`src/hw/rtl/bse_pkg.sv`:
```
// Shared types and constants for the byte histogram entropy block.
`default_nettype none
package bse_pkg;

    localparam int NUM_BINS  = 256;
    localparam int BIN_W     = 8;
    localparam int ENT_W     = 20;
    localparam int TOT_W     = 22;
    localparam int LOG_FRAC  = 28;
    localparam int MANT_FRAC = 30;
    localparam int EXP_W     = 5;
    localparam int LOG_W     = EXP_W + LOG_FRAC;
    localparam int SUM_W     = 64;

    // Scan request from the sequencer to the histogram store.
    typedef struct packed {
        logic             rd;
        logic             clr;
        logic [BIN_W-1:0] bin;
    } bse_scan_t;

endpackage
`default_nettype wire

```
`src/hw/rtl/bse_log2.sv`:
```
// Iterative Q28 log2 unit: bit-serial normalization, then one squaring a cycle.
`default_nettype none
module bse_log2 #(
    parameter int VAL_W = 22
) (
    input  wire logic                      clk,
    input  wire logic                      rst_n,
    input  wire logic                      start,
    input  wire logic [VAL_W-1:0]          value,
    output logic                           done,
    output logic [bse_pkg::LOG_W-1:0]      result
);

    localparam int M_W  = bse_pkg::MANT_FRAC + 1;
    localparam int SQ_W = 2 * M_W;
    localparam int IT_W = $clog2(bse_pkg::LOG_FRAC);

    typedef enum logic [2:0] {
        L_IDLE = 3'b001,
        L_NORM = 3'b010,
        L_SQR  = 3'b100
    } lg_state_t;

    lg_state_t                        st_reg, st_next;
    logic [M_W-1:0]                   m_reg, m_next;
    logic [bse_pkg::EXP_W-1:0]        e_reg, e_next;
    logic [bse_pkg::LOG_FRAC-1:0]     frac_reg, frac_next;
    logic [IT_W-1:0]                  it_reg, it_next;
    logic                             done_reg, done_next;
    logic [SQ_W-1:0]                  sq;
    logic [M_W:0]                     t;

    assign sq = m_reg * m_reg;
    assign t  = sq[SQ_W-1:bse_pkg::MANT_FRAC];

    // Sequencer for normalization and squaring rounds.
    always_comb
    begin
        st_next   = st_reg;
        m_next    = m_reg;
        e_next    = e_reg;
        frac_next = frac_reg;
        it_next   = it_reg;
        done_next = 1'b0;
        case (st_reg)
            L_IDLE:
            begin
                if (start)
                begin
                    m_next    = M_W'(value);
                    e_next    = bse_pkg::EXP_W'(bse_pkg::MANT_FRAC);
                    frac_next = '0;
                    st_next   = L_NORM;
                end
            end
            L_NORM:
            begin
                // Shift until the top bit lands on the integer position.
                if (m_reg[M_W-1])
                begin
                    it_next = '0;
                    st_next = L_SQR;
                end
                else
                begin
                    m_next = {m_reg[M_W-2:0], 1'b0};
                    e_next = e_reg - bse_pkg::EXP_W'(1);
                end
            end
            L_SQR:
            begin
                // Square; a result of two or more gives a one bit.
                if (t[M_W])
                begin
                    m_next    = t[M_W:1];
                    frac_next = {frac_reg[bse_pkg::LOG_FRAC-2:0], 1'b1};
                end
                else
                begin
                    m_next    = t[M_W-1:0];
                    frac_next = {frac_reg[bse_pkg::LOG_FRAC-2:0], 1'b0};
                end
                it_next = it_reg + IT_W'(1);
                if (it_reg == IT_W'(bse_pkg::LOG_FRAC - 1))
                begin
                    done_next = 1'b1;
                    st_next   = L_IDLE;
                end
            end
            default:
            begin
                st_next = L_IDLE;
            end
        endcase
    end

    always_ff @(posedge clk or negedge rst_n)
    begin
        if (!rst_n)
        begin
            st_reg   <= L_IDLE;
            done_reg <= 1'b0;
        end
        else
        begin
            st_reg   <= st_next;
            done_reg <= done_next;
        end
    end

    always_ff @(posedge clk)
    begin
        m_reg    <= m_next;
        e_reg    <= e_next;
        frac_reg <= frac_next;
        it_reg   <= it_next;
    end

    assign done   = done_reg;
    assign result = {e_reg, frac_reg};

endmodule
`default_nettype wire

```
`config.mk`:
```
export PLATFORM = sky130hd
export DESIGN_NAME = bse_log2
export DESIGN_NICKNAME = d
export VERILOG_FILES = /design/src/hw/rtl/bse_pkg.sv /design/src/hw/rtl/bse_log2.sv
export SDC_FILE = /design/constraint.sdc
export NUM_CORES = 2
export LEC_CHECK = 0
export ABC_AREA = 0
export ABC_CLOCK_PERIOD_IN_PS = 23300
export BUFFER_PORTS_ARGS = -buffer_cell sky130_fd_sc_hd__buf_2
export CELL_PAD_IN_SITES_DETAIL_PLACEMENT = 1
export CELL_PAD_IN_SITES_GLOBAL_PLACEMENT = 1
export CORE_MARGIN = 1.5
export CORE_UTILIZATION = 38
export CTS_BUF_LIST = sky130_fd_sc_hd__clkbuf_4
export DETAILED_ROUTE_END_ITERATION = 8
export PLACE_DENSITY_LB_ADDON = 0.1
export SETUP_SLACK_MARGIN = 0.5
export SKIP_CTS_REPAIR_TIMING = 1
export SYNTH_ARGS = -nofsm -noshare
export SYNTH_HDL_FRONTEND = slang
export SYNTH_SLANG_ARGS = --single-unit
```
`constraint.sdc`:
```
create_clock -name clk -period 23.3 [get_ports clk]
set_input_delay 0 -clock clk [delete_from_list [all_inputs] [get_ports clk]]
set_output_delay 0 -clock clk [all_outputs]
set_load 0.02 [all_outputs]
```
==> parameters.txt <==
Parameter                              Value

Final layout
  Area growth from synthesis to final layout ... 5.872%
  Share of final-layout standard cells stronger than drive strength 1 ... 4.624%
  Flip-flop count of the largest register after layout ... 31
  Final core utilization ... 40.69%
  Layout fillers ... 9023
  Storage cell area ... 2173 um2
  Multi-input gate area ... 24240 um2
  # nets final ... 4216
  Total non-filler cell area in the finished layout ... 32150 um2

Clocking
  CTS tree ... yes
  Maximum level of the CTS H-tree ... 3
  Number of clock buffers inserted by TritonCTS ... 9
  Clock tree sinks ... 73
  Clock latency reported for the late side of the worst-skew pair ... 0.45 ns
  Clk root buf ... sky130_fd_sc_hd__clkbuf_4
  Clock Path Buffers ... 2
  CTS clock-pin slew for the worst setup and hold paths ... 0.15 ns

Timing
  Final setup violation count ... 0
  Number of max-slew violations in the final report ... 0
  Sum of negative setup slack ... 0 ns
  Max Freq ... 107.3 MHz
  Relative max-transition margin ... 22.87%
  Actual slew at the worst max-slew pin ... 1.156 ns
  Setup repair after global routing missed its margin ... false
  Post-route clock skew ... 0.02532 ns
  Final clock period utilization by the worst path ... 39.98%
  Clock period minus final worst setup slack ... 9.316 ns
  Hold violation count in the final report ... 0

Logic synthesis
  Warnings, synthesis ... 0
  Main area contributors after synthesis ... sky130_fd_sc_hd__fa_1, sky130_fd_sc_hd__inv_1, sky130_fd_sc_hd__ha_1, sky130_fd_sc_hd__edfxtp_1, sky130_fd_sc_hd__and2_1
  Mapped Nets ... 4214
  Number of distinct library cell variants in the gate-level netlist after synthesis ... 80
  Async S/R FF share, synth ... 5.479%
  Proportion of synthesized chip area in sequential cells ... 7.158%
  Combined area of all synthesized cells ... 30360 um2
  Dominant cell type by area after synthesis ... sky130_fd_sc_hd__fa_1
  Gate Count Post-Synth ... 3172
  Top-area cell type share of the netlist area ... 49.25%
  Dominant synthesized flop cell ... sky130_fd_sc_hd__edfxtp_1
  Syn avg cell area ... 9.573 um2
  Number of flops mapped to enable cells by yosys ... 69
  Number of synthesized register bits ... 73

Die
  Count of boundary I/O pins ... 59
  Placeable core area ... 79000 um2
  Number of rows in the core area ... 103
  Die outline height ... 285.7 um
  Width of the chip ... 285.7 um
  Die Area ... 81610 um2
  Starting utilization of the core area ... 38.44%

Placement
  Count of input and output buffers ... 58
  Placed wire-length estimate ... 76430 um
  Placed cell areas ... 31730 um2
  Routability-driven placement congestion ratio ... 0.8333

Setup path
  WP data required ... 23.52 ns
  Critical path startpoint category ... flip-flop
  CP max FO ... 28
  Critical path class ... flip-flop to flip-flop
  Data arrival time of the worst path ... 9.54 ns
  Element type at the critical path end ... flip-flop
  Reg2Reg Setup Slack ... 13.98 ns

Detailed routing
  Count of unresolved DRC violations after routing ... 0
  Count of nets left with antenna violations after detail routing ... 0
  Final wirelength ... 92490 um
  Count of vias placed by the detailed router ... 20970
  Number of vias per cell ... 4.957
  Detail-routed net length per standard cell ... 21.87 um
  Violation count after the first detailed-route iteration ... 708
  Number of optimization iterations in the first detailed-route pass ... 4

GRT
  First-pass GRT wire length ... 148000 um
  Antenna violations before repair ... 3
  Remaining global-route overflow ... 0
  GRT Total Usage ... 23.72%
  Pin count of the biggest net entering global routing ... 34
  Number of global-route vias before repair ... 25450

Min path
  Worst min path class ... input port to flip-flop

Run
  MaxCap Viol Count ... 0

Outcome
  Status ... finished, final reports clean
==> layer usage <==
layer / part of all wire, % / vias up / track usage (%)
met5: 0 / - / 0
met4: 2.1 / 0 / 4.828
met3: 1.7 / 75 / 1.045
met2: 53 / 229 / 44.47
met1: 43 / 11340 / 30.25
li1: - / 9325 / -
==> critical path, stage by stage, from the launching register on <==
cell and delay, ns:
sky130_fd_sc_hd__edfxtp_1 0.80, sky130_fd_sc_hd__buf_4 0.40, sky130_fd_sc_hd__and2_1 0.20, sky130_fd_sc_hd__fa_1 0.58
sky130_fd_sc_hd__inv_1 0.06, sky130_fd_sc_hd__fa_1 0.49, sky130_fd_sc_hd__inv_1 0.06, sky130_fd_sc_hd__fa_1 0.53
sky130_fd_sc_hd__inv_1 0.05, sky130_fd_sc_hd__fa_1 0.49, sky130_fd_sc_hd__inv_1 0.05, sky130_fd_sc_hd__fa_1 0.55
sky130_fd_sc_hd__fa_1 0.43, sky130_fd_sc_hd__fa_1 0.53, sky130_fd_sc_hd__inv_1 0.06, sky130_fd_sc_hd__fa_1 0.48
sky130_fd_sc_hd__inv_1 0.04, sky130_fd_sc_hd__ha_1 0.39, sky130_fd_sc_hd__a21oi_1 0.26, sky130_fd_sc_hd__o211ai_1 0.13
sky130_fd_sc_hd__a21boi_1 0.30, sky130_fd_sc_hd__o2111ai_1 0.21, sky130_fd_sc_hd__a211o_1 0.35, sky130_fd_sc_hd__a2bb2oi_4 0.17
sky130_fd_sc_hd__xnor2_4 0.86, sky130_fd_sc_hd__mux2i_1 0.28, sky130_fd_sc_hd__nor2_1 0.06, sky130_fd_sc_hd__a221o_1 0.27
==> final cells by class <==
type                            instances  area share [%]
Multi-Input combinational cell       2053           75.39
Inverter                              919           10.73
Sequential cell                        73           6.761
Tap cell                             1050           4.087
Timing Repair Buffer                  118           2.491
Clock inverter                          7          0.3192
Clock buffer                            9          0.2102
Antenna cell                            1        0.007784
==> final timing paths <==
check,start,to,depth (start not counted)
min,value[13],m_reg[13],3
max,m_reg[12],m_reg[16],27
min in group asynchronous,rst_n,st_reg[0],2
max reg2reg,m_reg[12],m_reg[16],27
max in group asynchronous,rst_n,done,3
min reg2reg,st_reg[2],st_reg[1],1
==> stage by stage <==
stage	setup WS [ns]	cells	hold slack, ns
finish	13.98	4230	0.04955
global route	13.59	4230	0.001965
CTS	13.98	4205	-0.6812
detailed placement	14.01	4189	-0.1852
global placement	14.10	4189	-0.1858
floorplan	15.58	3172	-0.2956
==> Yosys cell counts, types with 3 or more instances <==
| cell type | instances |
|---|---|
| sky130_fd_sc_hd__or2_2 | 6 |
| sky130_fd_sc_hd__o21a_1 | 7 |
| sky130_fd_sc_hd__o22ai_1 | 3 |
| sky130_fd_sc_hd__nor2_1 | 78 |
| sky130_fd_sc_hd__nand3_1 | 17 |
| sky130_fd_sc_hd__a211o_1 | 4 |
| sky130_fd_sc_hd__o221ai_1 | 6 |
| sky130_fd_sc_hd__a21oi_1 | 73 |
| sky130_fd_sc_hd__xor2_1 | 26 |
| sky130_fd_sc_hd__o31ai_1 | 4 |
| sky130_fd_sc_hd__a221o_1 | 4 |
| sky130_fd_sc_hd__nand2b_1 | 7 |
| sky130_fd_sc_hd__o21ai_1 | 21 |
| sky130_fd_sc_hd__nor4_1 | 3 |
| sky130_fd_sc_hd__nor2b_1 | 10 |
| sky130_fd_sc_hd__and4_1 | 3 |
| sky130_fd_sc_hd__a31o_2 | 4 |
| sky130_fd_sc_hd__o21ai_0 | 29 |
| sky130_fd_sc_hd__xnor2_1 | 36 |
| sky130_fd_sc_hd__mux2i_1 | 18 |
| sky130_fd_sc_hd__edfxtp_1 | 69 |
| sky130_fd_sc_hd__a21o_1 | 22 |
| sky130_fd_sc_hd__o21bai_1 | 5 |
| sky130_fd_sc_hd__a31oi_1 | 3 |
| sky130_fd_sc_hd__and2_1 | 220 |
| sky130_fd_sc_hd__ha_1 | 270 |
| sky130_fd_sc_hd__fa_1 | 747 |
| sky130_fd_sc_hd__nand4_1 | 19 |
| sky130_fd_sc_hd__a221oi_2 | 4 |
| sky130_fd_sc_hd__a22oi_1 | 19 |
| sky130_fd_sc_hd__and3_1 | 4 |
| sky130_fd_sc_hd__dfrtp_1 | 3 |
| sky130_fd_sc_hd__or3_1 | 4 |
| sky130_fd_sc_hd__buf_1 | 4 |
| sky130_fd_sc_hd__buf_6 | 4 |
| sky130_fd_sc_hd__inv_1 | 918 |
| sky130_fd_sc_hd__nand2_1 | 316 |
| sky130_fd_sc_hd__buf_2 | 7 |
| sky130_fd_sc_hd__a211oi_1 | 3 |
| sky130_fd_sc_hd__clkbuf_1 | 112 |
| sky130_fd_sc_hd__nor3_1 | 6 |
| sky130_fd_sc_hd__o211ai_1 | 6 |
==> logic make-up (layout without fill, tap and decap cells) <==
group           after synthesis  in the layout  share of synthesized area [%]
buf+inv                    1046           1053                          13.06
fa+ha+maj                  1017           1017                          60.38
simple gates                706            706                          11.35
compound gates              248            248                          5.551
flops                        73             73                          7.158
xor+xnor                     63             63                          1.879
mux                          19             19                         0.6304
other cells                   0              1                              0
==> placed cells by master (no fill, tap or decap), drive strengths merged, types with 5 or more instances in the layout <==
| cell | netlist | layout |
|---|---|---|
| mux2i | 18 | 18 |
| or2 | 7 | 7 |
| dlygate4sd3 | 0 | 24 |
| o21a | 8 | 8 |
| fa | 747 | 747 |
| o21bai | 5 | 5 |
| nor3 | 7 | 7 |
| nand2 | 317 | 317 |
| xnor2 | 37 | 37 |
| a221oi | 6 | 6 |
| o21ai | 50 | 50 |
| and2 | 220 | 220 |
| inv | 919 | 921 |
| a21o | 22 | 22 |
| a21oi | 75 | 75 |
| edfxtp | 69 | 69 |
| ha | 270 | 270 |
| nor2 | 79 | 79 |
| nand4 | 20 | 20 |
| nand3 | 17 | 17 |
| clkbuf | 112 | 9 |
| a22oi | 19 | 19 |
| nor2b | 10 | 10 |
| o221ai | 6 | 6 |
| o211ai | 6 | 6 |
| xor2 | 26 | 26 |
| buf | 15 | 94 |
| nand2b | 7 | 7 |
Power is not shown: default switching activity piles up to over one toggle a cycle in this logic, so the estimate is an artifact.
