### config.mk
export PLATFORM = sky130hd
export DESIGN_NAME = bse_div
export DESIGN_NICKNAME = d
export VERILOG_FILES = /design/src/hw/rtl/bse_pkg.sv /design/src/hw/rtl/bse_div.sv
export SDC_FILE = /design/constraint.sdc
export NUM_CORES = 1
export LEC_CHECK = 0
export BUFFER_PORTS_ARGS = -buffer_cell sky130_fd_sc_hd__buf_2
export CORE_MARGIN = 4
export CORE_UTILIZATION = 35
export CTS_CLUSTER_SIZE = 40
export DETAILED_ROUTE_END_ITERATION = 12
export HOLD_SLACK_MARGIN = 0.06
export SLEW_MARGIN = 20
export SYNTH_ARGS = -nofsm -noshare
export SYNTH_HDL_FRONTEND = slang
export SYNTH_SLANG_ARGS = --single-unit
### constraint.sdc
create_clock -name clk -period 3.7 [get_ports clk]
set_clock_uncertainty 0.05 [all_clocks]
set_input_delay 0.185 -clock clk [delete_from_list [all_inputs] [get_ports clk]]
set_output_delay 0.185 -clock clk [all_outputs]
set_load 0.05 [all_outputs]
### src/hw/rtl/bse_pkg.sv
// Shared types and constants for the byte histogram entropy block.
`default_nettype none
package bse_pkg;

    localparam int NUM_BINS  = 256;
    localparam int BIN_W     = 8;
    localparam int ENT_W     = 20;
    localparam int TOT_W     = 22;
    localparam int LOG_FRAC  = 28;
    localparam int MANT_FRAC = 30;
    localparam int EXP_W     = 5;
    localparam int LOG_W     = EXP_W + LOG_FRAC;
    localparam int SUM_W     = 64;

    // Scan request from the sequencer to the histogram store.
    typedef struct packed {
        logic             rd;
        logic             clr;
        logic [BIN_W-1:0] bin;
    } bse_scan_t;

endpackage
`default_nettype wire

### src/hw/rtl/bse_div.sv
// Restoring divider: one quotient bit per cycle.
`default_nettype none
module bse_div #(
    parameter int DIV_W = 22
) (
    input  wire logic                      clk,
    input  wire logic                      rst_n,
    input  wire logic                      start,
    input  wire logic [bse_pkg::SUM_W-1:0] dividend,
    input  wire logic [DIV_W-1:0]          divisor,
    output logic                           done,
    output logic [bse_pkg::SUM_W-1:0]      quotient
);

    localparam int CT_W = $clog2(bse_pkg::SUM_W);

    logic                         busy_reg, busy_next;
    logic                         done_reg, done_next;
    logic [CT_W-1:0]              ct_reg, ct_next;
    logic [DIV_W-1:0]             rem_reg, rem_next;
    logic [DIV_W-1:0]             dv_reg, dv_next;
    logic [bse_pkg::SUM_W-1:0]    quo_reg, quo_next;
    logic [DIV_W:0]               r2;
    logic                         fits;

    assign r2   = {rem_reg, quo_reg[bse_pkg::SUM_W-1]};
    assign fits = (r2 >= {1'b0, dv_reg});

    // One compare and subtract per step.
    always_comb
    begin
        busy_next = busy_reg;
        done_next = 1'b0;
        ct_next   = ct_reg;
        rem_next  = rem_reg;
        dv_next   = dv_reg;
        quo_next  = quo_reg;
        if (!busy_reg)
        begin
            if (start)
            begin
                busy_next = 1'b1;
                ct_next   = '0;
                rem_next  = '0;
                dv_next   = divisor;
                quo_next  = dividend;
            end
        end
        else
        begin
            rem_next = fits ? DIV_W'(r2 - {1'b0, dv_reg}) : r2[DIV_W-1:0];
            quo_next = {quo_reg[bse_pkg::SUM_W-2:0], fits};
            ct_next  = ct_reg + CT_W'(1);
            if (ct_reg == CT_W'(bse_pkg::SUM_W - 1))
            begin
                busy_next = 1'b0;
                done_next = 1'b1;
            end
        end
    end

    always_ff @(posedge clk or negedge rst_n)
    begin
        if (!rst_n)
        begin
            busy_reg <= 1'b0;
            done_reg <= 1'b0;
        end
        else
        begin
            busy_reg <= busy_next;
            done_reg <= done_next;
        end
    end

    always_ff @(posedge clk)
    begin
        ct_reg  <= ct_next;
        rem_reg <= rem_next;
        dv_reg  <= dv_next;
        quo_reg <= quo_next;
    end

    assign done     = done_reg;
    assign quotient = quo_reg;

endmodule
`default_nettype wire

==> flow_summary.json, run 1 <==
{
  "r2r-start": "rem_reg[9]$_SDFFCE_PN0P_",
  "vdd_ir_drop_max_v": 0.0007313,
  "cts_tree": "done",
  "gr-total-overflow": 0,
  "routedWlPerCell_microns": 16.78,
  "crit_path_start_kind": "register",
  "synth_sequential_area_ratio_pct": 58.33,
  "viasPerCell": 4.818,
  "hp-start": "dividend[1]",
  "synthTopCellsByArea": "edfxtp_1, mux2_2, ha_1, xnor2_1, a21o_1",
  "yosysTopAreaCellShare_pct": 57.49,
  "finalSetupTns_ns": 0,
  "synth-edff-count": 114,
  "r2r_slack_ns": 0.71,
  "crit_path_end_kind": "register",
  "cts.sinks": 116,
  "initialDrtViolationCount": 149,
  "async_flop_share_pct": 1.724,
  "hold_viol": 0,
  "antenna_cells": 0,
  "grt_usage_pct": 16.38,
  "layout_common_cells": "buf_2, edfxtp_1, dlygate4sd3_1",
  "nets": 799,
  "die_y_microns": 138.4,
  "die_area_sq_um": 19160,
  "postCtsSetupRepairBufs": 0,
  "slew_viol_final": 0,
  "port_buffers": 153,
  "drcViolationCount": 0,
  "crit_family": "simple AND/OR/NAND/NOR gates",
  "fp.dieW_microns": 138.4,
  "rsz0062_at_grt": "false",
  "slowest_stage": "nand2_2",
  "num_rows": 47,
  "antenna_found_initial": 0,
  "cp-startpoint": "rem_reg[9]$_SDFFCE_PN0P_",
  "dr.pass1.iters": 4,
  "syn_avg_cell_area_sq_um": 13.59,
  "drtAntennaViolNets": 0,
  "max_freq_mhz": 334.7,
  "fin_crit_sh_pct": 80.74,
  "htree_levels": 4,
  "critPathKind": "register to register",
  "synth_nets": 551,
  "cp.required_ns": 3.81,
  "clkLatencyLatePin_ns": 0.41,
  "synth.distinct_cells": 47,
  "grt_pass1_vias": 4962,
  "initial_utilization_pct": 35.78,
  "io-pin-count": 154,
  "via_count": 4428,
  "min_period_ns": 2.987,
  "synth-main-ff-cell": "edfxtp_1",
  "status": "complete, no violations",
  "slowest_delay_ns": 0.57,
  "area_growth_pct": 41.69,
  "clk_path_buf_depth": 2,
  "synthCells": 438,
  "grt_pass1_wl_microns": 25230,
  "synth.largest_area_cell": "edfxtp_1",
  "fp.coreArea_sq_um": 16640,
  "place.gp.congestion": 0.9125,
  "slew-limit-headroom_pct": 50.96,
  "dp_hpwl_microns": 10080,
  "ys_ff_latch": 116,
  "power.leakage_nw": 3.620,
  "path_buf_inv": 0,
  "finalWirelength_microns": 15420,
  "numCtsBuffers": 17,
  "largest_register_ffs": 64,
  "cp.arrival_ns": 3.10,
  "powerDensity_nw_per_um2": 975.8,
  "setup_viol": 0,
  "final_layout_size_suffix_gt1_share_pct": 37.77,
  "yosys_warnings": 0,
  "holdCritPathClass": "input pin to register",
  "clkTransAtPathRegs_ns": 0.06,
  "worst-path-max-fanout": 29,
  "final_common_cell": "buf_2",
  "crit_chain": "ha_1 > and3_1 > nor3b_2 > o211ai_2 > a21oi_2 > o2111ai_4 > nand2_2 > mux2i_1 > nor2b_1",
  "power_w": 0.008232,
  "worstMarginPinSlew_ns": 0.7356,
  "clockRootBuffer": "clkbuf_16",
  "drv_cap": 0,
  "netlist_area_sq_um": 5954,
  "grt_max_degree": 60
}
[final timing paths]
path,to,cells after the start
worst max-delay path,rem_reg[7]$_SDFFCE_PN0P_,9
worst min-delay path,quotient[1]$_DFFE_PP_,2
worst max register to register,rem_reg[7]$_SDFFCE_PN0P_,9
worst min register to register,done$_DFF_PN0_,2
max in group asynchronous,busy_reg$_DFF_PN0_,3
min in group asynchronous,busy_reg$_DFF_PN0_,3
[kinds of logic after synthesis]
group	after synthesis	share of synthesized area, %
flip-flops	116	58.33
adder cells (fa/ha/maj)	24	5.169
multiplexers	73	13.60
AND/OR/NAND/NOR	84	7.123
AO/OA/AOI/OAI	74	8.973
XOR/XNOR	23	3.383
buffers and inverters	44	3.425
[through the flow]
step	cell area, sq um	instances	setup WS (ns)	hold WS [ns]	util (%)
after floorplan	5954	438	0.5697	-0.1606	-
after global placement	6954	800	0.7504	-0.07752	41.79
after detailed placement	6954	800	0.7327	-0.07396	41.79
after CTS	8437	919	0.7049	0.06180	50.70
after global routing	8437	919	0.4559	0.06229	50.70
final	8437	919	0.7126	0.07495	50.70
[power breakdown]
group	total, W	switching [W]	internal [W]
clock	0.00172	0.000575	0.00114
sequential	0.00260	0.000353	0.00224
combinational	0.00392	0.00256	0.00136
[what timing repair did]
action / CTS / global route
hold buffers: 87 / 0
resized for setup: 0 / 0
endpoints found under the hold margin: 87 / 0
[Yosys cell counts, drive strengths merged (3+ instances only)]
| cell | count |
|---|---|
| and3 | 3 |
| o211a | 4 |
| a31oi | 3 |
| and2 | 4 |
| nand4 | 4 |
| a21oi | 21 |
| mux2i | 10 |
| xnor2 | 13 |
| nand2 | 29 |
| nor2 | 13 |
| buf | 6 |
| mux2 | 63 |
| o21ai | 10 |
| ha | 23 |
| clkbuf | 10 |
| a211oi | 3 |
| edfxtp | 114 |
| nand3 | 9 |
| inv | 28 |
| a21boi | 5 |
| xor2 | 10 |
| nor2b | 13 |
| a21o | 15 |
[layer usage]
layer / up-vias / global-route usage (%) / routed length, microns
met4: 0 / 6.032 / 347
met2: 178 / 27.36 / 7456
met3: 26 / 7.113 / 1308
li1: 2123 / - / -
met1: 2101 / 18.71 / 6309
met5: - / 0 / 0
[layout make-up]
cell class | count | area [sq um]
flip-flops and latches | 116 | 3477
fillers | 1451 | 8205
clock buffers | 23 | 457.9
clock inverters | 9 | 153.9
repair buffers | 245 | 1687
well taps | 220 | 275.3
multi-input cells | 278 | 2280
inverters | 28 | 106.4
(Power assumes the default switching activity.)
==> run 2, diff against run 1 <==
- clock period: 3.7 -> 2.51 ns (I/O delays scaled with it)
==> run 2 against run 1 <==
The run now ends with negative setup slack left; power is 53% higher; non-clock buffer count is 34 higher; hold slack better by 0.30 ns; sequential share of layout area is 2.0 points lower; count of clock-buffer cells in the layout is 6 lower; core utilization is 2.6 points higher; critical path depth is 3 higher; combinational power is 64% higher; final cell count is 3.7% higher; global-route usage is 0.33 points higher; first-iteration DRC count is 17% higher; critical endpoint is now rem_reg[20]$_SDFFCE_PN0P_.
==> flow_summary.json, run 2 (synthesis gave the netlist of run 1 again) <==
{
  "worst-path-max-fanout": 4,
  "viasPerCell": 4.795,
  "fp.dieW_microns": 138.4,
  "status": "finished with violations",
  "power.leakage_nw": 3.778,
  "violations": "negative setup slack",
  "r2r-start": "quotient[63]$_DFFE_PP_",
  "finalWirelength_microns": 15730,
  "port_buffers": 153,
  "hold_viol": 0,
  "setup_viol": 3,
  "crit_path_start_kind": "register",
  "slew_viol_final": 0,
  "num_rows": 47,
  "place_inst": 832,
  "cp.required_ns": 2.71,
  "final_core_util_pct": 53.26,
  "die_area_sq_um": 19160,
  "grt_pass1_wl_microns": 25670,
  "crit_chain": "inv_1 > ha_2 > inv_2 > fa_2 > a21o_1 > a21oi_2 > o21ai_4 > a2111oi_4 > nor2_2 > a31oi_2 > nand4_1 > o221ai_1",
  "cts.sinks": 116,
  "clk_path_buf_depth": 2,
  "antenna_cells": 0,
  "clkTransAtPathRegs_ns": 0.06,
  "cp-startpoint": "quotient[63]$_DFFE_PP_",
  "largest_register_ffs": 64,
  "vdd_ir_drop_max_v": 0.001216,
  "initial_utilization_pct": 35.78,
  "gr-total-overflow": 0,
  "via_count": 4570,
  "power_w": 0.01263,
  "drv_cap": 0,
  "layout_common_cells": "buf_2, edfxtp_1, dlygate4sd3_1",
  "final_layout_size_suffix_gt1_share_pct": 44.20,
  "worstMarginPinSlew_ns": 0.4697,
  "fp.coreArea_sq_um": 16640,
  "place.gp.congestion": 0.8494,
  "critPathKind": "register to register",
  "powerDensity_nw_per_um2": 1425,
  "slowest_stage": "edfxtp_1",
  "grt_pass1_vias": 5056,
  "dr.pass1.iters": 4,
  "grt_max_degree": 45,
  "grt_usage_pct": 16.71,
  "rsz0062_at_grt": "true",
  "dp_hpwl_microns": 10190,
  "routedWlPerCell_microns": 16.50,
  "clockRootBuffer": "clkbuf_16",
  "nets": 833,
  "drcViolationCount": 0,
  "cp.arrival_ns": 2.75,
  "finish.instance_area_sq_um": 8864,
  "crit_path_end_kind": "register",
  "dp_slack_ns": -0.1459,
  "hp-start": "divisor[18]",
  "fin_crit_sh_pct": 101.8,
  "htree_levels": 4,
  "io-pin-count": 154,
  "slowest_delay_ns": 0.39,
  "numCtsBuffers": 17,
  "antenna_found_initial": 0,
  "cts_tree": "done",
  "setup_ws_ns": -0.04437,
  "finalNonFillerCells": 953,
  "area_growth_pct": 48.85,
  "slew-limit-headroom_pct": 68.69,
  "placed_area_sq_um": 7246,
  "final_common_cell": "buf_2",
  "die_y_microns": 138.4,
  "max_freq_mhz": 391.5,
  "min_period_ns": 2.554,
  "holdCritPathClass": "input pin to register",
  "nFillCells": 1356,
  "initialDrtViolationCount": 175,
  "drtAntennaViolNets": 0,
  "clkLatencyLatePin_ns": 0.42
}
-- run 2: changes by cell type in the layout (fill, tap and decap cells not counted), sizes merged --
cell,before,now
dlygate4sd3,87,89
clkinvlp,2,5
buf,158,190
bufinv,4,2
clkinv,4,6
inv,27,30
clkbuf,23,17
-- run 2: final timing paths --
check,endpoint,slack [ns],depth (start not counted)
max reg2reg,rem_reg[20]$_SDFFCE_PN0P_,-0.04,12
max in group asynchronous,busy_reg$_DFF_PN0_,1.75,3
max,rem_reg[20]$_SDFFCE_PN0P_,-0.04,12
min reg2reg,quotient[62]$_DFFE_PP_,0.53,1
min in group asynchronous,busy_reg$_DFF_PN0_,0.51,3
min,dv_reg[18]$_DFFE_PP_,0.37,2
-- run 2: layout make-up --
class | instances | area [sq um] | area share (%)
clock buffers | 17 | 425.4 | 4.800
clock inverters | 15 | 155.1 | 1.750
inverters | 28 | 108.9 | 1.228
multi-input cells | 278 | 2450 | 27.64
flip-flops and latches | 116 | 3477 | 39.23
well taps | 220 | 275.3 | 3.106
repair buffers | 279 | 1972 | 22.25
-- run 2: report_power, final --
part	leakage, nW	switching, W	internal, W
clock network	0.271	0.000936	0.00146
registers	1.18	0.000518	0.00330
logic	2.32	0.00396	0.00245
total	3.78	0.00541	0.00722
-- run 2: worst max-delay path: cells and delay by family, from the launching register on --
family          cells  cell delay, ns
compound gates      6            1.09
fa+ha+maj           2            0.51
flops               1            0.39
simple gates        2            0.23
buf+inv             2            0.11
-- run 2: metal layers --
layer  GRT usage, %  routed length [microns]  vias up
li1               -                        -     2197
met1          19.88                     6592     2184
met2          27.62                     7603      173
met3          6.906                     1301       16
met4          5.408                      229        0
met5              0                        0        -
-- run 2: through the flow --
step | TNS, ns | hold slack, ns
floorplan | -2.766 | -0.2201
global placement | -0.2999 | -0.1389
finish | -0.1031 | 0.3741
global route | -2.438 | 0.3584
CTS | -0.1236 | 0.3530
detailed placement | -0.8996 | -0.1368
-- run 2: repair_timing --
item | CTS | global route
gates resized for setup | 14 | 8
gates cloned | 0 | 0
setup buffers | 0 | 0
hold buffers | 89 | 0
endpoints found under the setup margin | 21 | 23
pin swaps | 8 | 6
hold endpoints to repair | 89 | 0
